[config.mk]
export PLATFORM = sky130hd
export DESIGN_NAME = scsw_cfg
export DESIGN_NICKNAME = d
export VERILOG_FILES = /design/src/hw/rtl/scsw_pkg.sv /design/src/hw/rtl/scsw_cfg.sv
export SDC_FILE = /design/constraint.sdc
export NUM_CORES = 1
export LEC_CHECK = 0
export BUFFER_PORTS_ARGS = -buffer_cell sky130_fd_sc_hd__clkbuf_2
export CORE_ASPECT_RATIO = 0.5
export CORE_UTILIZATION = 39
export DETAILED_ROUTE_END_ITERATION = 6
export GPL_TIMING_DRIVEN = 0
export MAX_ROUTING_LAYER = met4
export PLACE_DENSITY = 0.84
export SLEW_MARGIN = 25
export SYNTH_ARGS = -nofsm -noshare
export SYNTH_HDL_FRONTEND = slang
export SYNTH_SLANG_ARGS = --single-unit
[constraint.sdc]
create_clock -name clk -period 1.15 [get_ports clk]
set_input_delay 0.23 -clock clk [delete_from_list [all_inputs] [get_ports clk]]
set_output_delay 0.23 -clock clk [all_outputs]
set_load 0.02 [all_outputs]
[src/hw/rtl/scsw_pkg.sv]
`timescale 1ns / 1ps

package scsw_pkg;

	// window length and register reset values
	localparam logic [31:0] WINDOW_MS    = 32'd60000;
	localparam logic [7:0]  STEP_LEN_RST = 8'd70;
	localparam logic [15:0] RUN_THR_RST  = 16'd130;

	// configuration address width: two 32-bit registers at byte 0 and 4
	localparam int CFG_AW = 3;

	// speed: (n*256 + 3000) / 6000 == (16*n + 187) / 375
	localparam logic [27:0] SPD_BIAS = 28'd187;
	localparam logic [8:0]  DIV_375  = 9'd375;
	// floor(2^32 / 375); quotient low by at most one, fixed by remainder check
	localparam logic [23:0] RCP_375  = 24'd11453246;

	// distance: m / 10 == (m >> 1) / 5, split in a high and a low chunk
	localparam logic [2:0]  DIV_5    = 3'd5;
	// floor(2^24 / 5) for the high chunk, floor(2^26 / 5) for the low chunk
	localparam logic [21:0] RCP_5_HI = 22'd3355443;
	localparam logic [23:0] RCP_5_LO = 24'd13421772;

	typedef enum logic {
		OP_EVENT = 1'b0,
		OP_EVAL  = 1'b1
	} op_t;

	typedef enum logic {
		REG_STEP_LEN = 1'b0,
		REG_RUN_THR  = 1'b1
	} reg_idx_t;

	typedef struct packed {
		logic [7:0]  step_len;
		logic [15:0] run_thr;
	} cfg_t;

	typedef struct packed {
		logic        closed;
		logic        running;
		logic [15:0] cadence;
		logic [31:0] total;
	} meta_t;

	typedef struct packed {
		meta_t       meta;
		logic [23:0] steps_len;
		logic [39:0] total_len;
	} trk_t;

endpackage

[src/hw/rtl/scsw_cfg.sv]
`timescale 1ns / 1ps

module scsw_cfg (
	input  logic                        clk,
	input  logic                        arst_n,
	input  logic                        psel,
	input  logic                        penable,
	input  logic                        pwrite,
	input  logic [scsw_pkg::CFG_AW-1:0] paddr,
	input  logic [31:0]                 pwdata,
	output logic [31:0]                 prdata,
	output logic                        pready,
	output scsw_pkg::cfg_t              cfg
);
	import scsw_pkg::*;

	cfg_t     cfg_q;
	reg_idx_t idx;
	logic     wr;

	assign idx    = reg_idx_t'(paddr[CFG_AW-1]);
	assign wr     = psel & penable & pwrite;
	assign pready = 1'b1;
	assign cfg    = cfg_q;

	always_ff @(posedge clk or negedge arst_n) begin
		if (!arst_n) begin
			cfg_q.step_len <= STEP_LEN_RST;
			cfg_q.run_thr  <= RUN_THR_RST;
		end else if (wr) begin
			unique case (idx)
				REG_STEP_LEN: cfg_q.step_len <= pwdata[7:0];
				REG_RUN_THR:  cfg_q.run_thr  <= pwdata[15:0];
				default: ;
			endcase
		end
	end

	always_comb begin
		unique case (idx)
			REG_STEP_LEN: prdata = {24'd0, cfg_q.step_len};
			REG_RUN_THR:  prdata = {16'd0, cfg_q.run_thr};
			default:      prdata = 32'd0;
		endcase
	end

endmodule

After elaboration in Yosys (flattened, before gate mapping)
Index checks and enable logic that the tools add are counted.
{"block": "classes", "addsub": 0, "mul": 0, "n_div": 0, "magnitude_cmp": 0, "n_eq_ne": 0, "shift": 0, "muxes": 1, "bitwise": 3, "reduce_logical": 2}
{"op": "$pmux W32 S2", "n": 1}
{"op": "$reduce_and A2 Y1", "n": 2}
{"op": "$and A1 B1 Y1", "n": 2}
{"op": "$not A1 Y1", "n": 1}
{"block": "totals", "register_bits": 24, "latchBits": 0, "mem_bits_rw": 0, "mem_bits_ro": 0, "inputBits": 40, "out_inout_bits": 57, "elab_cells": 8, "n_memories": 0}

Longest topological paths before layout
{"block": "depth", "depth_word": 3, "mapped_depth": 4, "depth_no_buf": 2}

Worst setup path after synthesis
OpenSTA, ideal clock, no wires.
{"block": "synth_timing", "kind": "input -> output", "startpoint": "input port paddr[2] in the netlist's numbering", "endpoint": "output port prdata[6]", "arrival_time_ns": 0.933, "t_required_ns": 0.920, "setup_slack_ns": -0.013, "cell_stages": 3, "path_buffers": 2, "cell_sequence": "buf_4 buf_2 mux2_2"}
{"block": "synth_via", "elab_chain_len": 2}
{"item": "start: declaration", "line_no": "scsw_cfg.sv:9", "rtl": "input logic [scsw_pkg::CFG_AW-1:0] paddr,"}
{"item": "$not A1 Y1"}
{"item": "$pmux W32 S2 *", "line_no": "scsw_cfg.sv:40", "rtl": "unique case (idx)"}
{"item": "end: declaration", "line_no": "scsw_cfg.sv:11", "rtl": "output logic [31:0] prdata,"}
Mark *: on every way between the ends. The rest lies on a longest branch, timed or not. The select of a mux whose other input is x is not followed.

Worst setup path in the final report
{"block": "layout_timing", "startpoint": "register cfg_q, in the netlist cfg[22]", "endpoint": "output port prdata[6]"}
{"block": "layout_via", "elab_chain_len": 1}
{"item": "start: declaration", "line_no": "scsw_cfg.sv:17", "rtl": "cfg_t cfg_q;"}
{"item": "$pmux W32 S2", "line_no": "scsw_cfg.sv:40"}
No other way between the ends. The select of a mux whose other input is x is not followed.

==> impl_metrics.env <==
export IMPL_status="complete, but fails checks"
export IMPL_failed_checks="negative setup slack"
export IMPL_critPathBufInv=1
export IMPL_clock_sinks=24
export IMPL_setup_ws_ns=-0.1786
export IMPL_synth_area_leader_cell="dfrtp_1"
export IMPL_die_height_microns=42.17
export IMPL_rsz0062_at_grt="true"
export IMPL_antenna_found_initial=0
export IMPL_finClkSkew_ns=0
export IMPL_overflow=0
export IMPL_crit_path_start_kind="register"
export IMPL_maxCapViolCount=0
export IMPL_max_clock_path_buffers=2
export IMPL_yosysMostFrequentCell="mux2_2"
export IMPL_clock_fmax_ghz=0.7527
export IMPL_syn_avg_cell_area_sq_um=14.30
export IMPL_period_needed_ns=1.329
export IMPL_slowest_delay_ns=0.56
export IMPL_crit_chain="mux2_4, buf_8"
export IMPL_path_clk_slew_ns=0.09
export IMPL_htreeDepth=1
export IMPL_wl_per_cell_microns=14.75
export IMPL_yosysSeqAreaShare_pct=48.21
export IMPL_synth_edf_count=0
export IMPL_post_dp_hpwl_mm=1.910
export IMPL_cpMaxStageDelayCell="dfstp_2"
export IMPL_synth_common_cells="22 x mux2_2, 19 x dfrtp_1, 18 x buf_4"
export IMPL_crit_family="flip-flops"
export IMPL_post_place_ws_ns=-0.2284
export IMPL_portBuffers=60
export IMPL_num_vias=1014
export IMPL_drtIter0Drc=33
export IMPL_pin_count=97
export IMPL_ys_flop_type="dfrtp_1"
export IMPL_area_growth_pct=86.88
export IMPL_maxSlewHeadroom_pct=60.23
export IMPL_grt_pass1_vias=1006
export IMPL_finalHoldViolations=0
export IMPL_via_per_inst=4.278
export IMPL_syn_inst=88
export IMPL_ff_latch_area_sq_um=606.8
export IMPL_multiInputGateArea_sq_um=603.1
export IMPL_cp_max_fo=3
export IMPL_final_setup_tns_ns=-2.292
export IMPL_syn_area_sq_um=1259
export IMPL_crit_arrival_ns=1.10
export IMPL_cts_buffers=3
export IMPL_worstMarginPinSlew_ns=0.5965
export IMPL_async_flop_share_pct=100.0
export IMPL_cts_tree="built"
export IMPL_finalSetupViolations=32
export IMPL_ys_seq_elements=24
export IMPL_synth_top_area_share_pct=37.77
export IMPL_end_kind="output pin"
export IMPL_finalInstanceArea_sq_um=2352
export IMPL_ir_drop_uv=1020
export IMPL_globalplace_congestion=0.6494
export IMPL_insertion_delay_ns=0.27
export IMPL_grt_use_total_pct=19.66
export IMPL_grt_max_degree=25
export IMPL_slew_violations=0
export IMPL_synth_area_leaders="dfrtp_1 38%, mux2_2 20%, mux2_4 12%"
export IMPL_fin_nets=238
export IMPL_largest_reg_flops=24
export IMPL_p_per_area_nw_per_um2=1714
export IMPL_fp_row_count=14
export IMPL_fin_crit_sh_pct=115.5
export IMPL_grt_pass1_wl_mm=4.843
export IMPL_final_util_pct=77.62
export IMPL_power_leakage_nw=1.253
export IMPL_worstPathRequired_ns=0.92
export IMPL_n_fill_cell=177
export IMPL_n_antenna_cell=0
export IMPL_ys_types=11
export IMPL_totalWireLength_mm=3.495
export IMPL_hold_ws_ns=0.1778
export IMPL_critical_path_class="reg2out"
export IMPL_placed_cell_area_sq_um=1665
export IMPL_hold_path_class="in2reg"
export IMPL_drive_above_1_share_pct=81.22
export IMPL_post_route_drc_count=0
export IMPL_die_w_microns=82.34
export IMPL_initial_core_util_pct=41.54
export IMPL_antenna_left=0
export IMPL_yosys_warnings=0
export IMPL_dr_pass1_iters=4
export IMPL_cts_root_buf="clkbuf_8"
export IMPL_dieArea_sq_um=3472
export IMPL_coreArea_sq_um=3030
-- per-stage QoR --
stage,power (mW),instances
finish,4.032,237
detailed placement,2.402,203
floorplan,1.997,103
CTS,3.496,229
global placement,2.368,203
global route,4.195,237
-- worst paths after layout --
check,from,endpoint,slack [ns],depth (start not counted)
hold reg to reg,cfg[20],cfg[20],0.62,2
setup reg to reg,cfg[8],cfg[8],0.04,4
setup / recovery,cfg[22],prdata[6],-0.18,2
hold / removal,pwdata[10],cfg[10],0.18,2
max in group asynchronous,arst_n,cfg[3],0.27,2
min in group asynchronous,arst_n,cfg[15],0.48,2
-- routing by layer --
metal  up-vias  wire [microns]  track usage [%]
met5         -               0                -
met3         4             177            4.565
li1        485               -                -
met1       489            1577            23.22
met4         0              44            8.070
met2        36            1695            32.40
-- report_power, final --
group	internal, mW	leakage (nW)	switching [mW]	total (mW)
Clock	0.307	0.0288	0.286	0.592
Combinational	1.33	0.943	0.902	2.23
Sequential	1.06	0.281	0.145	1.21
-- cell type report --
type / instances / share of cell area [%]
Buffer: 20 / 6.702
Sequential cell: 24 / 25.80
Clock buffer: 4 / 2.340
Timing Repair Buffer: 90 / 37.39
Tap cell: 40 / 2.128
Multi-Input combinational cell: 59 / 25.64
-- cell usage in the layout (no fill, tap or decap) --
cell / Yosys / final
and2_4: 0 / 8
buf_4: 18 / 34
buf_6: 1 / 33
buf_8: 0 / 19
clkbuf_2: 0 / 23
clkbuf_8: 0 / 4
conb_1: 2 / 17
dfrtp_1: 19 / 19
dfstp_2: 5 / 5
dlygate4sd3_1: 0 / 1
mux2_2: 22 / 15
mux2_4: 10 / 17
nand4_4: 1 / 1
nand4b_4: 1 / 1
-- cell families (layout without fill, tap and decap cells) --
kind of cell | count (synthesis) | in the layout | share of synthesized area [%]
mux | 32 | 32 | 31.61
flops | 24 | 24 | 48.21
buf+inv | 20 | 114 | 12.03
simple gates | 10 | 10 | 7.555
other cells | 2 | 17 | 0.5966
-- worst reg2reg max path, delay by kind of cell, from the launching register on --
kind	cells	cell delay, ns
muxes	1	0.25
buffers and inverters	3	0.36
DFF	1	0.39
-- timing repair --
item,in CTS,in global routing
gates cloned,0,0
endpoints found under the setup margin,21,37
pin swaps,7,2
buffers inserted,21,10
hold buffers,1,0
hold endpoints to repair,19,0
gates resized for setup,49,89
Note: power is estimated with default switching activity, not from simulation.
