$ cat src/hw/rtl/scsw_pkg.sv
`timescale 1ns / 1ps

package scsw_pkg;

	// window length and register reset values
	localparam logic [31:0] WINDOW_MS    = 32'd60000;
	localparam logic [7:0]  STEP_LEN_RST = 8'd70;
	localparam logic [15:0] RUN_THR_RST  = 16'd130;

	// configuration address width: two 32-bit registers at byte 0 and 4
	localparam int CFG_AW = 3;

	// speed: (n*256 + 3000) / 6000 == (16*n + 187) / 375
	localparam logic [27:0] SPD_BIAS = 28'd187;
	localparam logic [8:0]  DIV_375  = 9'd375;
	// floor(2^32 / 375); quotient low by at most one, fixed by remainder check
	localparam logic [23:0] RCP_375  = 24'd11453246;

	// distance: m / 10 == (m >> 1) / 5, split in a high and a low chunk
	localparam logic [2:0]  DIV_5    = 3'd5;
	// floor(2^24 / 5) for the high chunk, floor(2^26 / 5) for the low chunk
	localparam logic [21:0] RCP_5_HI = 22'd3355443;
	localparam logic [23:0] RCP_5_LO = 24'd13421772;

	typedef enum logic {
		OP_EVENT = 1'b0,
		OP_EVAL  = 1'b1
	} op_t;

	typedef enum logic {
		REG_STEP_LEN = 1'b0,
		REG_RUN_THR  = 1'b1
	} reg_idx_t;

	typedef struct packed {
		logic [7:0]  step_len;
		logic [15:0] run_thr;
	} cfg_t;

	typedef struct packed {
		logic        closed;
		logic        running;
		logic [15:0] cadence;
		logic [31:0] total;
	} meta_t;

	typedef struct packed {
		meta_t       meta;
		logic [23:0] steps_len;
		logic [39:0] total_len;
	} trk_t;

endpackage

$ cat src/hw/rtl/scsw_if.sv
`timescale 1ns / 1ps

interface scsw_in_if;
	import scsw_pkg::*;

	logic        valid;
	logic        ready;
	op_t         op;
	logic [31:0] now_ms;
	logic        is_motion;
	logic        vibrating;

	modport source (output valid, op, now_ms, is_motion, vibrating, input ready);
	modport sink   (input valid, op, now_ms, is_motion, vibrating, output ready);
endinterface


$ cat src/hw/rtl/scsw_track.sv
`timescale 1ns / 1ps

module scsw_track (
	input  logic           clk,
	input  logic           arst_n,
	input  scsw_pkg::cfg_t cfg,
	scsw_in_if.sink        item,
	output scsw_pkg::trk_t trk,
	output logic           trk_valid,
	input  logic           trk_ready
);
	import scsw_pkg::*;

	logic        v_s1;
	op_t         op_s1;
	logic [31:0] now_s1;
	logic        motion_s1;
	logic        vib_s1;

	logic [15:0] count_q;
	logic [31:0] start_q;
	logic [31:0] total_q;

	logic        v_s2;
	trk_t        trk_s2;

	logic        rdy_s1;
	logic        rdy_s2;
	logic        fire;
	logic        count_step;
	logic        close;
	logic [31:0] age;
	trk_t        trk_c;

	assign rdy_s2     = ~v_s2 | trk_ready;
	assign rdy_s1     = ~v_s1 | rdy_s2;
	assign item.ready = rdy_s1;
	assign fire       = v_s1 & rdy_s2;

	assign count_step = (op_s1 == OP_EVENT) & motion_s1 & ~vib_s1;
	assign age        = now_s1 - start_q;
	assign close      = (op_s1 == OP_EVAL) & (age > WINDOW_MS);

	always_comb begin
		trk_c.meta.closed  = close;
		trk_c.meta.running = (count_q >= cfg.run_thr);
		trk_c.meta.cadence = count_q;
		trk_c.meta.total   = count_step ? total_q + 32'd1 : total_q;
		trk_c.steps_len    = 24'(count_q) * 24'(cfg.step_len);
		trk_c.total_len    = 40'(total_q) * 40'(cfg.step_len);
	end

	always_ff @(posedge clk or negedge arst_n) begin
		if (!arst_n) begin
			v_s1 <= 1'b0;
			v_s2 <= 1'b0;
		end else begin
			if (rdy_s1) begin
				v_s1 <= item.valid;
			end
			if (rdy_s2) begin
				v_s2 <= v_s1;
			end
		end
	end

	always_ff @(posedge clk) begin
		if (rdy_s1) begin
			op_s1     <= item.op;
			now_s1    <= item.now_ms;
			motion_s1 <= item.is_motion;
			vib_s1    <= item.vibrating;
		end
		if (rdy_s2) begin
			trk_s2 <= trk_c;
		end
	end

	// window state advances once per word, in arrival order
	always_ff @(posedge clk or negedge arst_n) begin
		if (!arst_n) begin
			count_q <= 16'd0;
			start_q <= 32'd0;
			total_q <= 32'd0;
		end else if (fire) begin
			if (count_step) begin
				if (count_q != 16'hFFFF) begin
					count_q <= count_q + 16'd1;
				end
				total_q <= total_q + 32'd1;
			end
			if (close) begin
				count_q <= 16'd0;
				start_q <= now_s1;
			end
		end
	end

	assign trk       = trk_s2;
	assign trk_valid = v_s2;

	a_close_restart: assert property (@(posedge clk) disable iff (!arst_n)
		fire && close |=> count_q == 16'd0 && start_q == $past(now_s1))
		else $error("window not restarted after close");

	a_count_inc: assert property (@(posedge clk) disable iff (!arst_n)
		fire && count_step && count_q != 16'hFFFF |=> count_q == $past(count_q) + 16'd1)
		else $error("window count did not advance on a step");

	a_hold_idle: assert property (@(posedge clk) disable iff (!arst_n)
		!fire |=> $stable(total_q) && $stable(count_q) && $stable(start_q))
		else $error("window state moved without a word");

endmodule

$ cat src/flat_wrapper.sv
// flat-port wrapper written by rule: the top's interface ports become plain ports
module scsw_track_flat import scsw_pkg::*;
  (clk, arst_n, cfg, trk, trk_valid, trk_ready, item_valid, item_op, item_now_ms, item_is_motion, item_vibrating, item_ready);
  scsw_in_if item_i ();
  input  logic clk;
  input  logic arst_n;
  input  scsw_pkg::cfg_t cfg;
  output scsw_pkg::trk_t trk;
  output logic trk_valid;
  input  logic trk_ready;
  input wire logic [$bits(item_i.valid)-1:0] item_valid;
  input wire logic [$bits(item_i.op)-1:0] item_op;
  input wire logic [$bits(item_i.now_ms)-1:0] item_now_ms;
  input wire logic [$bits(item_i.is_motion)-1:0] item_is_motion;
  input wire logic [$bits(item_i.vibrating)-1:0] item_vibrating;
  output wire logic [$bits(item_i.ready)-1:0] item_ready;
  assign item_i.valid = item_valid;
  assign item_i.op = item_op;
  assign item_i.now_ms = item_now_ms;
  assign item_i.is_motion = item_is_motion;
  assign item_i.vibrating = item_vibrating;
  assign item_ready = item_i.ready;
  scsw_track u_core (.clk(clk), .arst_n(arst_n), .cfg(cfg), .item(item_i), .trk(trk), .trk_valid(trk_valid), .trk_ready(trk_ready));
endmodule
$ cat config.mk
export PLATFORM = sky130hd
export DESIGN_NAME = scsw_track_flat
export DESIGN_NICKNAME = d
export VERILOG_FILES = /design/src/hw/rtl/scsw_pkg.sv /design/src/hw/rtl/scsw_if.sv /design/src/hw/rtl/scsw_track.sv /design/src/flat_wrapper.sv
export SDC_FILE = /design/constraint.sdc
export NUM_CORES = 1
export LEC_CHECK = 0
export BUFFER_PORTS_ARGS = -buffer_cell sky130_fd_sc_hd__clkbuf_2
export CELL_PAD_IN_SITES_DETAIL_PLACEMENT = 0
export CELL_PAD_IN_SITES_GLOBAL_PLACEMENT = 1
export CORE_UTILIZATION = 44
export DETAILED_ROUTE_END_ITERATION = 6
export PLACE_DENSITY = 0.91
export SYNTH_ARGS = -nofsm -noshare
export SYNTH_HDL_FRONTEND = slang
export SYNTH_SLANG_ARGS = --single-unit
$ cat constraint.sdc
create_clock -name clk -period 5.22 [get_ports clk]
set_input_delay 0.261 -clock clk [delete_from_list [all_inputs] [get_ports clk]]
set_output_delay 0.261 -clock clk [all_outputs]
set_load 0.03 [all_outputs]
# Word-level counts from Yosys, hierarchy flattened
# Cells that the tools add are included.
op_classes:
  add_sub_neg: 3
  n_mux: 4
  n_mul: 2
  eq_ne: 1
  order_cmp: 2
  reduce_logical: 4
  bitwise_logic: 10
op_table:
  columns: ["op", "count"]
  rows:
  - ["$mux 16", 3]
  - ["$mul 32x8->40", 1]
  - ["$add 32x1->32 const B", 1]
  - ["$gt 32x16->1 const B", 1]
  - ["$mux 32", 1]
  - ["$sub 32x32->32", 1]
  - ["$mul 16x8->24", 1]
  - ["$add 16x1->16 const B", 1]
  - ["$ge 16x16->1", 1]
  - ["$ne 16x16->1 const B", 1]
  - ["$and 1x1->1", 4]
  - ["$not 1->1", 4]
  - ["$reduce_bool 2->1", 2]
  - ["$reduce_and 3->1", 1]
  - ["$or 1x1->1", 2]
  - ["$reduce_and 2->1", 1]
word_totals:
  inputBits: 63
  regBits: 231

# Logic depth before layout (Yosys ltp)
logic_depth:
  word_depth: 5
  ltp_mapped: 22

# Worst setup path after synthesis
# Ideal clock, no wire load.
synth_path:
  path_type: "input port to flip-flop"
  start: "input port cfg[23] in the netlist's numbering"
  end: "register u_core.trk_s2, in the netlist u_core.trk[38] (data pin)"
  stages: 21
  n_path_buf: 2
  arrival_time_ns: 5.472
  path_slack_ns: -0.513
  path_cell_list: "clkbuf_1 > clkbuf_1 > nand2_1 > fa_1 > fa_1 > inv_1 > fa_1 > inv_1 > fa_1 > inv_1 > ha_1 > o21a_1 > o21a_1 > and3_1 > a21oi_1 > o211ai_1 > a221oi_1 > o21ai_0 > o31ai_1 > mux2i_1 > nand2_1"
synth_lines:
  columns: ["element", "line", "rtl"]
  rows:
  - ["start, declared", "flat_wrapper.sv:7", "input scsw_pkg::cfg_t cfg;"]
  - ["end signal, assigned", "scsw_track.sv:75", "trk_s2 <= trk_c;"]
  - ["end, declared", "scsw_track.sv:25", "trk_t trk_s2;"]

==> results.yml <==
timing:
  slew_viol_final: 0
  layout_min_cycle_time_ns: 5.40
  tightest_slew_ns: 1.10
  rsz0062_at_grt: "true"
  fmax_mhz: 185
  slew_headroom_pct: 26.9
  skew_ns: 0.0135
  finalSetupViolCount: 6
  setup_ws_ns: -0.180
  finalCritPeriodShare_pct: 103
  setup-tns-final_ns: -0.617
  final_hold_viol_count: 0
  holdWs_ns: 0.0327
setup_path:
  r2r_slack_ns: -0.18
  end_kind: "flip-flop"
  slowest_stage: "fa_1"
  path_class: "reg -> reg"
  crit_chain: "and2_1 -> fa_1 -> fa_2 -> fa_1 -> inv_1 -> fa_1 -> inv_2 -> ha_4 -> a21o_1 -> a21o_1 -> a221o_1 -> a221oi_2 -> o211ai_1 -> buf_4 -> a221oi_2 -> buf_4 -> o21ai_4 -> o31ai_4 -> mux2i_1 -> nand2_1"
  rr_worst_depth: 20
  arrival_ns: 5.73
  worst-path-max-fanout: 8
  timing.rr.start: "u_core.total_q[12]"
  reg2reg_to: "u_core.trk[38]"
  crit_path_frequent_cell: "fa_1"
  max_stage_delay_ns: 0.54
  cp-start-kind: "flip-flop"
  cp.required_ns: 5.55
global_routing:
  grt_pass1_wl_um: 100000
  antenna_found_initial: 0
  grt-ovfl-total: 0
  grt_max_degree: 79
  grt_usage_pct: 22.2
  grt_pass1_vias: 20162
floorplan:
  dieHeight_um: 235
  initial_core_util_pct: 44.6
  io_pins: 179
  die_area_um2: 55400
  die_w_um: 235
  core.rowCount: 85
  core_area_um2: 53800
pwr:
  power.leakage_nw: 14.5
  fin_total_pwr_mw: 7.27
  power.density_nw_per_um2: 250
  peakVddDrop_v: 0.000290
yosys:
  synth_top_cell_by_area: "fa_1"
  synth_area_leaders: "fa_1 (22%), edfxtp_1 (19%), dfrtp_1 (8.6%), ha_1 (8.0%), and2_1 (7.6%)"
  synth_fp_nets: 3017
  synth_seq_cells: 231
  yosysTopAreaCellShare_pct: 22.1
  synth-seq-area-share_pct: 27.2
  synth_area_um2: 24000
  synth-edff-count: 149
  ys_types: 73
  yosys_warnings: 0
  async_reset_ff_share_pct: 35.5
  syn_avg_cell_area_um2: 9.45
  synthCells: 2536
  synthFlopType: "edfxtp_1"
placed_design:
  portBuffers: 178
  gp_congestion: 0.937
  post-place-ws_ns: -0.833
  dp_cells: 3478
  postPlaceCellArea_um2: 26900
  hpwl_um: 46500
cells_and_area:
  fin_util_pct: 54.1
  syn_to_final_growth_pct: 21.5
  drive_gt1_share_pct: 22.5
  nets: 3365
  final_cells: 3601
  design_area_um2: 29100
  antenna_cells: 0
clocking:
  cts_sinks: 231
  clk_latency_ns: 0.58
  ctsLongestPathBuffers: 3
  cts-root-buf: "clkbuf_16"
  cts_tree: "yes"
  h-tree-depth: 1
  numCtsBuffers: 27
  clk_pin_slew_worst_paths_ns: 0.06
run_status:
  violations: "setup timing"
  status: "complete, but fails checks"
drt:
  first_pass_iters: 5
  avgViaCountPerCell: 5.34
  drt_iter0_drc: 1260
  drc: 0
  vias: 19240
  routed_wirelength_um: 61100
  wl_per_cell_um: 17.0
  antenna_left: 0
job:
  drv_cap: 0
min_path:
  min_path_type: "in -> async"
metal layers:
layer	up-vias	global-route usage (%)	routed length, um
li1	8979	-	-
met1	9628	28.1	25400
met2	543	38.8	30600
met3	90	3.86	3660
met4	0	6.12	1450
met5	-	0	0
Yosys cell counts (6+ instances only):
library cell and n:
a21boi_0 6, nor2b_1 12, and3_1 50, o21a_1 19
a211oi_1 6, dfrtp_1 82, nor3_1 29, a31oi_1 8
nand3_1 75, fa_1 265, or3_1 10, a21oi_2 10
o21ai_0 73, xor2_1 56, nand3b_1 8, inv_1 367
and2_1 293, nand2b_1 17, clkbuf_1 139, nand4_1 50
edfxtp_1 149, a21o_1 47, a21oi_1 132, nor2_1 83
nand2_1 197, o211ai_1 13, ha_1 153, a221oi_1 7
xnor2_1 84
sequential cells by signal, summed over array words and instances (netlist names):
name and count:
u_core.count_q 16, u_core.motion_s1 1, u_core.now_s1 32, u_core.op_s1 1, u_core.start_q 32, u_core.total_q 32, u_core.trk 114, u_core.trk_valid 1
u_core.v_s1 1, u_core.vib_s1 1
critical path, delay by kind of cell (launching register included):
| family | cells | cell delay (ns) |
|---|---|---|
| adders and majority gates | 5 | 2.16 |
| DFF | 1 | 0.47 |
| AOI/OAI and AO/OA | 8 | 1.57 |
| muxes | 1 | 0.20 |
| and+or+nand+nor | 2 | 0.28 |
| buffers and inverters | 4 | 0.46 |
repair_timing:
action | in CTS | in global routing
setup endpoints to repair | 12 | 18
resized for setup | 70 | 97
pin swaps | 45 | 69
hold buffers | 37 | 0
hold endpoints to repair | 43 | 0
setup buffers | 22 | 14
layout make-up:
type	count	area (um2)
fill	4586	24700
inverter	367	1380
clock inverter	19	218
timing repair buffer	465	3200
clock buffer	31	721
sequential	231	6550
multi-input combinational	1792	16200
tap	696	871
report_power, final:
| part | total, mW | internal [mW] | switching (mW) |
|---|---|---|---|
| Combinational | 2.91 | 1.14 | 1.78 |
| Clock | 2.00 | 1.19 | 0.813 |
| Sequential | 2.36 | 2.23 | 0.125 |
| Total | 7.27 | 4.56 | 2.71 |
kinds of logic (layout without fill, tap and decap cells):
family                   after synthesis  in the layout  share of synthesized area (%)
flip-flops                           231            231                           27.2
XOR/XNOR                             140            140                           5.11
multiplexers                           9              9                          0.402
adder cells (fa/ha/maj)              418            418                           30.1
AND/OR/NAND/NOR                      850            850                           19.0
AO/OA/AOI/OAI                        375            375                           10.1
buffers and inverters                513            882                           8.08
worst max path at each step:
| stage | cells past startpoint | end | from |
|---|---|---|---|
| global route | 21 | u_core.trk[38] | u_core.total_q[10] |
| floorplan | 19 | u_core.trk[38] | u_core.total_q[14] |
| detailed placement | 22 | u_core.trk[39] | cfg[23] |
| finish | 20 | u_core.trk[38] | u_core.total_q[12] |
| CTS | 21 | u_core.trk[39] | u_core.total_q[2] |
| global placement | 22 | u_core.trk[39] | cfg[23] |
cells in the final DEF, fill, tap and decap left out, types with 5 or more instances in the layout:
| cell type | synthesis | layout |
|---|---|---|
| mux2_2 | 5 | 5 |
| nor2_1 | 83 | 79 |
| o211ai_1 | 13 | 13 |
| nor3_2 | 3 | 6 |
| nand2b_1 | 17 | 16 |
| nand3_1 | 75 | 74 |
| ha_1 | 153 | 134 |
| buf_6 | 1 | 15 |
| inv_1 | 367 | 350 |
| a21oi_1 | 132 | 122 |
| nand4_1 | 50 | 50 |
| nor2b_1 | 12 | 11 |
| a21o_1 | 47 | 47 |
| and3_1 | 50 | 49 |
| nand2_1 | 197 | 194 |
| nor3_1 | 29 | 25 |
| dlygate4sd3_1 | 0 | 37 |
| dfrtp_2 | 0 | 19 |
| o21a_1 | 19 | 19 |
| edfxtp_1 | 149 | 149 |
| nand3b_1 | 8 | 8 |
| xnor2_1 | 84 | 81 |
| inv_2 | 0 | 17 |
| and2_1 | 293 | 265 |
| buf_4 | 0 | 236 |
| o21ai_0 | 73 | 65 |
| a21oi_2 | 10 | 17 |
| fa_1 | 265 | 255 |
| xor2_1 | 56 | 56 |
| dfrtp_1 | 82 | 63 |
| or3_1 | 10 | 9 |
| clkbuf_16 | 0 | 27 |
| a31oi_1 | 8 | 7 |
| clkinv_2 | 0 | 7 |
| clkbuf_2 | 0 | 177 |
| and2_4 | 0 | 28 |
| fa_2 | 0 | 10 |
| ha_4 | 0 | 18 |
Power figures use the tool's default switching activity.
